**src/sv/shrp3_pkg.sv**
```systemverilog
package shrp3_pkg;

  localparam int MAX_WIDTH_DEFAULT    = 4096;
  localparam int MAX_CHANNELS_DEFAULT = 4;
  localparam int MAX_HEIGHT           = 4096;

  localparam int SAMPLE_W    = 8;
  localparam int CFG_DATA_W  = 13;
  localparam int CFG_INDEX_W = 2;
  localparam int CHAN_W      = 3;
  localparam int ROW_W       = 12;

  localparam logic [CFG_DATA_W-1:0] WIDTH_RESET    = 13'd640;
  localparam logic [CFG_DATA_W-1:0] HEIGHT_RESET   = 13'd480;
  localparam logic [CHAN_W-1:0]     CHANNELS_RESET = 3'd3;
  localparam logic [CFG_DATA_W-1:0] DIM_MIN        = 13'd3;
  localparam logic [CHAN_W-1:0]     CHAN_MIN       = 3'd1;

  localparam int CENTRE_GAIN = 5;

  typedef enum logic [CFG_INDEX_W-1:0] {
    CFG_WIDTH    = 2'd0,
    CFG_HEIGHT   = 2'd1,
    CFG_CHANNELS = 2'd2
  } cfg_index_t;

  // One result as it leaves the block.
  typedef struct packed {
    logic [SAMPLE_W-1:0] value;
    logic                last;
  } result_t;

  // Up to two results handed to the output queue in one cycle.
  typedef struct packed {
    logic [1:0] count;
    result_t    first;
    result_t    second;
  } result_pair_t;

endpackage

```
**src/sv/shrp3_result_fifo.sv**
```systemverilog
module shrp3_result_fifo
  import shrp3_pkg::*;
(
  input  logic         clk,
  input  logic         rst,
  input  result_pair_t push,
  output logic         room,
  output logic         head_valid,
  output result_t      head,
  input  logic         pop
);

  localparam int DEPTH   = 4;
  localparam int PTR_W   = $clog2(DEPTH);
  localparam int COUNT_W = PTR_W + 1;

  result_t            slots [DEPTH];
  logic [PTR_W-1:0]   wr_ptr;
  logic [PTR_W-1:0]   rd_ptr;
  logic [COUNT_W-1:0] count;
  logic               pop_fire;

  // Room for a full pair regardless of what is popped this cycle.
  assign room       = count <= COUNT_W'(DEPTH - 2);
  assign head_valid = count != '0;
  assign head       = slots[rd_ptr];
  assign pop_fire   = pop & head_valid;

  always_ff @(posedge clk) begin
    if (push.count != 2'd0) begin
      slots[wr_ptr] <= push.first;
    end
    if (push.count == 2'd2) begin
      slots[wr_ptr + PTR_W'(1)] <= push.second;
    end
  end

  always_ff @(posedge clk) begin
    if (rst) begin
      wr_ptr <= '0;
      rd_ptr <= '0;
      count  <= '0;
    end else begin
      wr_ptr <= wr_ptr + PTR_W'(push.count);
      rd_ptr <= rd_ptr + PTR_W'(pop_fire);
      count  <= count + COUNT_W'(push.count) - COUNT_W'(pop_fire);
    end
  end

endmodule

```
**config.mk**
```make
export PLATFORM = sky130hd
export DESIGN_NAME = shrp3_result_fifo
export DESIGN_NICKNAME = d
export VERILOG_FILES = /design/src/sv/shrp3_pkg.sv /design/src/sv/shrp3_result_fifo.sv
export SDC_FILE = /design/constraint.sdc
export NUM_CORES = 1
export LEC_CHECK = 0
export ABC_AREA = 1
export BUFFER_PORTS_ARGS = -buffer_cell sky130_fd_sc_hd__buf_2
export CORE_MARGIN = 4
export CORE_UTILIZATION = 43
export DETAILED_ROUTE_END_ITERATION = 12
export PLACE_DENSITY_LB_ADDON = 0.1
export SYNTH_ARGS = -nofsm -noshare
export SYNTH_HDL_FRONTEND = slang
export SYNTH_SLANG_ARGS = --single-unit
```
**constraint.sdc**
```tcl
create_clock -name clk -period 3 [get_ports clk]
set_input_delay 0.9 -clock clk [delete_from_list [all_inputs] [get_ports clk]]
set_output_delay 0.9 -clock clk [all_outputs]
set_load 0.02 [all_outputs]
```
==> results of run 1 <==
==> worst min path at each step <==
stage / startpoint / end / cells past startpoint
floorplan: count[2] / count[2] / 3
global placement: count[2] / count[2] / 3
detailed placement: count[2] / count[2] / 3
CTS: count[2] / count[2] / 3
global route: count[2] / count[2] / 3
finish: count[2] / count[2] / 3
==> metal layers <==
layer,vias to the layer above,GRT usage,routed length (um)
li1,874,-,-
met1,793,0.214,2270
met2,26,0.281,2360
met3,6,0.0404,208
met4,0,0.0456,55
met5,-,0,0
==> metrics by stage <==
step	cell area, um^2	total power, uW	hold slack [ps]	utilization	setup WS (ps)
global placement	2480	1350	614	0.488	497
finish	2560	1690	639	0.504	469
detailed placement	2480	1360	625	0.488	463
floorplan	2250	1180	582	-	881
CTS	2560	1710	640	0.504	497
global route	2560	1810	694	0.504	351
==> power breakdown <==
group	switching [uW]	internal [uW]	total, uW	leakage, uW
clock	190	163	353	0.0000422
combinational	370	195	565	0.000634
sequential	43.1	732	775	0.000396
==> layout make-up <==
class | count | area, um^2
repair buffers | 38 | 203
multi-input cells | 157 | 888
fillers | 512 | 2510
clock buffers | 7 | 76.3
inverters | 21 | 78.8
well taps | 70 | 87.6
clock inverters | 1 | 5.00
flip-flops and latches | 43 | 1220
==> critical path, delay by kind of cell (launching register included) <==
kind	cells	cell delay, ps
AOI/OAI and AO/OA	2	350
DFF	1	440
buffers and inverters	2	550
==> registers in the layout, summed over array words and instances, names as in the netlist <==
signal and cells:
slots 36, count 3, rd_ptr 2, wr_ptr 2
==> cells by family after synthesis <==
| kind of cell | synth area share |
|---|---|
| adder cells (fa/ha/maj) | 0.0256 |
| flip-flops | 0.543 |
| AO/OA/AOI/OAI | 0.189 |
| AND/OR/NAND/NOR | 0.165 |
| XOR/XNOR | 0.0156 |
| buffers and inverters | 0.0623 |
==> cell usage after synthesis, drive strengths merged <==
cell type   n  area [um^2]
o21ai      54          323
nand2      45          169
edfxtp     36         1080
nor2       28          121
inv        21         78.8
o22ai       9         56.3
dfxtp       7          140
buf         5         50.0
nand3       5         75.1
o31ai       4         30.0
a21oi       3         15.0
clkbuf      3         11.3
ha          3         37.5
xnor2       3         26.3
fa          1         20.0
nand4       1         6.26
xor2        1         8.76
==> Implementation_results.wiki, run 1 <==
{| class="wikitable"
! Metric !! Value
|-
| Worst rel slew slack || 0.388
|-
| Count of antenna-violating nets left after detailed routing || 0
|-
| Worst setup EP type || output pin
|-
| Critical path class || reg2out
|-
| Total DRC errors in the routed layout || 0
|-
| Later-pin clock latency in the skew report || between 200 and 300 ps
|-
| Synthesized net count || 256
|-
| Via count of the routed design || 1699
|-
| Number of iterations in the first detailed-routing pass || 4
|-
| Routability cong. || between 0.7 and 0.8
|-
| Share of the cycle needed by the critical path after routing || 0.844
|-
| Number of buffers created by CTS || 5
|-
| Routed WL per cell || approximately 15 um
|-
| Clock root cell || clkbuf_8
|-
| Starting density of the core || 0.443
|-
| Instance count after placement with tap cells included || between 300 and 400
|-
| Clk slew on worst S/H paths || roughly 80 ps
|-
| CTS sink cnt || 43
|-
| Critical path peak fanout || 11
|-
| Tightest Hold Check Type || reg2reg
|-
| Worst R2R Path Depth || 3
|-
| Setup_tns || 0 ps
|-
| Maximum number of pins on one net before global-route repair || 21
|-
| Leak pwr || 0.00107 uW
|-
| Req. time, crit path || ~2100 ps
|-
| Clock skew after layout || about 4.2 ps
|-
| Source of the worst register-to-register timing path || wr_ptr[0]
|-
| Final Non-Filler Cells || around 340
|-
| Global router's overall resource usage || 0.167
|-
| Post-DP HPWL || ~3.4 mm
|-
| Input/output buffers || 33
|-
| Leading cell type in the layout, fill and taps excluded || nand2_1
|-
| Worst reg2reg setup slack || ~950 ps
|-
| Clock Path Buffers || 2
|-
| Die width || around 80 um
|-
| Element type at the critical path start || flip-flop
|-
| Peak per-stage delay on the critical path || around 440 ps
|-
| Final setup viols || 0
|-
| Result of the run || finished, final reports clean
|-
| Share of cells above drive strength 1 || 0.247
|-
| Die span in y || ~80 um
|-
| Detailed-route wire length || 4.89 mm
|-
| Clock tree from TritonCTS || done
|-
| Starting DRC count in detailed routing || 68
|-
| Pwr dens || roughly 660 nW/um^2
|-
| Top-Level Pins || 34
|-
| Antenna diode count || 0
|-
| Slew at the pin with the worst max-slew slack || around 910 ps
|-
| Number of global-route vias before repair || 1659
|-
| Pins Over Slew Limit || 0
|-
| Number of standard-cell rows in the floorplan || 26
|-
| Final critical-path required period || about 2500 ps
|-
| Area of the placeable core || between 5000 and 6000 um^2
|-
| Number of warning messages in the yosys log || 0
|-
| Mean instance size in the synthesized netlist || 9.82 um^2
|-
| Startpoint of the most critical setup path || rd_ptr[1]
|-
| Final Hold Fails || 0
|-
| Max Clk Rate || 395 MHz
|-
| R2R Path End || slots[1][3]
|-
| Nets || slightly below 300
|-
| Mapped Area || between 2000 and 2500 um^2
|-
| Seq cells post-synth || 43
|-
| Synth-to-layout area growth || 13.8%
|-
| Number of resized instances in the post-cts repair step || 0
|-
| Hold-fix buffers, CTS || 0
|-
| Antenna violations before repair || 0
|-
| Via/cell ratio || around 5.0
|-
| CP Cell Sequence || inv_1 -> o21ai_0 -> o22ai_1 -> buf_2
|-
| Worst ir drop on vdd || roughly 400 uV
|-
| Count of buffers added by post-CTS timing repair for setup || 0
|-
| Critical path capture point || head[4]
|-
| Distinct cell type count of the synthesized netlist || 23
|-
| First-pass GRT wire length || approximately 8.1 mm
|-
| Maximum level of the CTS H-tree || 2
|-
| Endpoint arrival time on the critical path || roughly 1600 ps
|-
| Share of synthesized area occupied by flip-flops and latches || 0.543
|-
| Mapped Cells || roughly 230
|-
| Commonest non-fill, non-tap cells in the layout || nand2_1, edfxtp_1, buf_2
|-
| Die area || around 6500 um^2
|-
| Unrepaired setup endpoints after global routing || no
|-
| Max Cap Violations || 0
|-
| Crit path max-delay cell type || dfxtp_1
|-
| Overall overflow remaining after global route || 0
|}
Power figures use the tool's default switching activity.
==> run 2, diff against run 1 <==
Settings changed: ABC_AREA 1 to 0.
Clock period 3 ns to 2.3 ns, I/O delays scaled along.
==> Implementation_results.wiki, run 2 <==
{| class="wikitable"
! Metric !! Value
|-
| Result of the run || finished, final reports clean (unchanged)
|-
| Nets || 205 (was 293)
|-
| Antenna violations before repair || 0 (unchanged)
|-
| Routability cong. || 0.740 (was 0.730)
|-
| Share of synthesized area spent on multiplexers || 0.306 (was 0)
|-
| Die span in y || 80.1 um (was 80.3 um)
|-
| Worst rel slew slack || 0.696 (was 0.388)
|-
| Source of the worst register-to-register timing path || count[0] (was wr_ptr[0])
|-
| Fraction of met2 tracks used by global routing || 0.244 (was 0.281)
|-
| Cell family with the largest share of critical-path delay || multiplexers (was buffers and inverters)
|-
| Tightest Hold Check Type || in2reg (was reg2reg)
|-
| Number of global-route vias before repair || 1369 (was 1659)
|-
| Total DRC errors in the routed layout || 0 (unchanged)
|-
| Final Non-Filler Cells || 246 (was 337)
|-
| Top area cells in the synthesized netlist || edfxtp_1, mux2_2, mux4_2 (was edfxtp_1, nand2_1, dfxtp_1)
|-
| Maximum level of the CTS H-tree || 2 (unchanged)
|-
| Regs by FF count || slots: 36 flops, count: 3 flops (unchanged)
|-
| Final setup viols || 0 (unchanged)
|-
| Req. time, crit path || 1610 ps (was 2100 ps)
|-
| Number of standard-cell rows in the floorplan || 25 (was 26)
|-
| Startpoint of the worst hold path || rst (was count[2])
|-
| Count of antenna-violating nets left after detailed routing || 0 (unchanged)
|-
| Worst reg2reg setup slack || 490 ps (was 950 ps)
|-
| Maximum number of pins on one net before global-route repair || 14 (was 21)
|-
| Top cell type by total area after synthesis || edfxtp_1 (unchanged)
|-
| Share of the cycle needed by the critical path after routing || 0.958
|-
| Leak pwr || 0.00100 uW (was 0.00107 uW)
|-
| Die area || 6420 um^2 (was 6450 um^2)
|-
| Via count of the routed design || 1283 (was 1699)
|-
| Instance count after placement with tap cells included || 238 (was 329)
|-
| Simple-gate portion of the synthesized area || 0.0537 (was 0.165)
|-
| Share of power burned in registers || 0.474 (was 0.458)
|-
| Buffers & Inverters on Critical Path || 2 (unchanged)
|-
| Clk slew on worst S/H paths || 80 ps (about the same)
|-
| Final critical-path required period || approximately 2200 ps
|-
| Critical path peak fanout || 12 (was 11)
|-
| Post-DP HPWL || 3.21 mm (was 3.40 mm)
|-
| Combinational share of power || 0.307 (was 0.334)
|-
| Detailed-route wire length || 4.32 mm (was 4.89 mm)
|-
| First-pass GRT wire length || 7.16 mm (was 8.11 mm)
|-
| Commonest non-fill, non-tap cells in the layout || edfxtp_1, buf_2, mux2_2 (was nand2_1, edfxtp_1, buf_2)
|-
| Worst ir drop on vdd || 340 uV (was 394 uV)
|-
| Input/output buffers || 33 (unchanged)
|-
| Share of synthesized area occupied by flip-flops and latches || 0.546 (was 0.543)
|-
| Crit path max-delay cell type || mux4_2 (was dfxtp_1)
|-
| Synth-to-layout area growth || 17.9% (was 13.8%)
|-
| Leading cell types by count after synthesis || edfxtp_1, mux2_2, mux2_4, mux4_2, nor2_1 (was nand2_1, edfxtp_1, nor2_1, o21ai_1)
|-
| Compound-gate portion of the synthesized area || 0.0207 (was 0.189)
|-
| Clock skew after layout || 6.30 ps (was 4.17 ps)
|-
| CTS sink cnt || 43 (unchanged)
|-
| Via/cell ratio || 5.22 (was 5.04)
|-
| Starting DRC count in detailed routing || 65 (was 68)
|-
| Starting density of the core || 0.458 (was 0.443)
|-
| Internal cell power || 1510 uW (was 1090 uW)
|-
| Peak per-stage delay on the critical path || 530 ps (was 440 ps)
|-
| Overall overflow remaining after global route || 0 (unchanged)
|-
| Most common cell in the synthesized netlist || edfxtp_1 (was nand2_1)
|-
| Setup_tns || 0 ps (unchanged)
|-
| Number of iterations in the first detailed-routing pass || 6 (was 4)
|-
| Synthesized net count || 161 (was 256)
|-
| Share of cells above drive strength 1 || 0.587 (was 0.247)
|-
| Mean instance size in the synthesized netlist || 16.7 um^2 (was 9.82 um^2)
|-
| Max Clk Rate || roughly 450 MHz
|-
| Share of the synthesized area in the top cell type || 0.483 (was 0.481)
|-
| Flip-flop cell with the highest count after synthesis || edfxtp_1 (unchanged)
|-
| Die width || 80.1 um (was 80.3 um)
|-
| Number of inserted filler cells in the final layout || 449 (was 512)
|-
| Hold-fix buffers, CTS || 0 (unchanged)
|-
| Worst R2R Path Depth || 6 (was 3)
|-
| Critical path class || reg2out (unchanged)
|-
| Hold Path End || count[1] (was count[2])
|-
| Pins Over Slew Limit || 0 (unchanged)
|-
| Seq cells post-synth || 43 (unchanged)
|-
| Slew at the pin with the worst max-slew slack || 452 ps (was 910 ps)
|-
| Mapped Area || 2240 um^2 (was 2250 um^2)
|-
| Combinational family with the most area after synthesis || multiplexers (was compound AO/OA/AOI/OAI gates)
|-
| Clock tree from TritonCTS || done (unchanged)
|-
| R2R Path End || count[1] (was slots[1][3])
|-
| Leading cell type in the layout, fill and taps excluded || edfxtp_1 (was nand2_1)
|-
| Global router's overall resource usage || 0.152 (was 0.167)
|-
| Top-Level Pins || 34 (unchanged)
|-
| Endpoint arrival time on the critical path || 1510 ps (was 1630 ps)
|-
| Worst setup EP type || output pin (unchanged)
|-
| Number of buffers created by CTS || 5 (unchanged)
|-
| Number of warning messages in the yosys log || 0 (unchanged)
|-
| Proportion of register bits with asynchronous set or reset after synthesis || 0 (unchanged)
|-
| Share of synthesized cell area in full adder, half adder and majority cells || 0.0257 (was 0.0256)
|-
| Max Cap Violations || 0 (unchanged)
|-
| GR met1 Demand/Resource || 0.199 (was 0.214)
|-
| Xor/xnor cell area share of the yosys netlist || 0.0207 (was 0.0156)
|-
| Pwr dens || 818 nW/um^2 (was 661 nW/um^2)
|-
| Clock root cell || clkbuf_8 (unchanged)
|-
| Sw Ratio || 0.299 (was 0.356)
|-
| Count of cells along the worst hold path || 2 (was 3)
|-
| Final Total Pwr || 2160 uW (was 1690 uW)
|-
| Element type at the critical path start || flip-flop (unchanged)
|-
| Top reg by flops || slots (unchanged)
|-
| Antenna diode count || 0 (unchanged)
|-
| Distinct cell type count of the synthesized netlist || 25 (was 23)
|-
| Clock Path Buffers || 2 (unchanged)
|-
| Flip-flop count of the largest register, all copies and words added || 36 (unchanged)
|-
| CP Cell Sequence || buf_6 -> mux4_2 -> buf_2 (was inv_1 -> o21ai_0 -> o22ai_1 -> buf_2)
|-
| Final Hold Fails || 0 (unchanged)
|-
| Routed WL per cell || 17.6 um (was 14.5 um)
|-
| Most Crowded Layer GR || met2 (unchanged)
|-
| Mapped Cells || 134 (was 229)
|-
| Clock group share of total power || 0.218 (was 0.209)
|-
| GR Util met3 || 0.0426 (was 0.0404)
|-
| Number of enable flip-flop cells after synthesis || 36 (unchanged)
|-
| Unrepaired setup endpoints after global routing || no (unchanged)
|-
| Switching power summed over all nets || 644 uW (was 603 uW)
|-
| Later-pin clock latency in the skew report || 290 ps (about the same)
|-
| Area of the placeable core || 4880 um^2 (was 5070 um^2)
|}
[run 2: cell types whose count changed in the layout (fill, tap and decap cells not counted), sizes merged, moves of 18 or more]
cell	delta
inv	-18
o21ai	-54
nand2	-45
nor2	-20
mux2	+38
[run 2: what timing repair did]
action,CTS,global route
setup buffers,0,0
setup endpoints to repair,0,9
gates resized for setup,0,2
[run 2: final cells by class]
class	count	area [um^2]	area share
clock inverter	2	12.5	0.00475
multi-input combinational	79	967	0.367
timing repair buffer	46	267	0.101
inverter	3	11.3	0.00427
tap	67	83.8	0.0318
sequential	43	1220	0.464
clock buffer	6	72.6	0.0275
[run 2: power groups by stage]
stage          clock network [uW]  registers (uW)  logic [uW]
2_1_floorplan                   0            1010         495
3_3_place_gp                    0            1030         657
3_5_place_dp                    0            1040         669
4_1_cts                       486            1020         672
5_1_grt                       522            1040         724
6_report                      471            1020         663
[run 2: worst max path at each step]
stage	depth (start not counted)	slack, ps	startpoint	to
2_1_floorplan	3	230	push[18]	slots[0][0]
3_3_place_gp	4	240	push[19]	slots[2][5]
3_5_place_dp	4	150	push[19]	slots[3][2]
4_1_cts	3	20	rd_ptr[0]	head[7]
5_1_grt	3	5	rd_ptr[0]	head[7]
6_report	3	100	rd_ptr[0]	head[3]
[run 2: layer usage]
layer / vias to the layer above / routed length [um]
met5: - / 0
met4: 0 / 57
met3: 6 / 190
met2: 33 / 2110
met1: 636 / 1960
li1: 608 / -
[run 2: logic make-up after synthesis]
family / Yosys count
mux: 49
flops: 43
simple gates: 18
buf+inv: 12
compound gates: 6
fa+ha+maj: 4
xor+xnor: 2
[run 2: metrics by stage]
| stage | utilization | hold slack [ps] | cell area (um^2) | setup slack (ps) |
|---|---|---|---|---|
| 6_report | 0.540 | 676 | 2640 | 95.6 |
| 5_1_grt | 0.540 | 674 | 2640 | 5.31 |
| 4_1_cts | 0.539 | 667 | 2630 | 18.2 |
| 3_3_place_gp | 0.522 | 679 | 2550 | 237 |
| 2_1_floorplan | - | 542 | 2240 | 228 |
| 3_5_place_dp | 0.522 | 717 | 2550 | 149 |
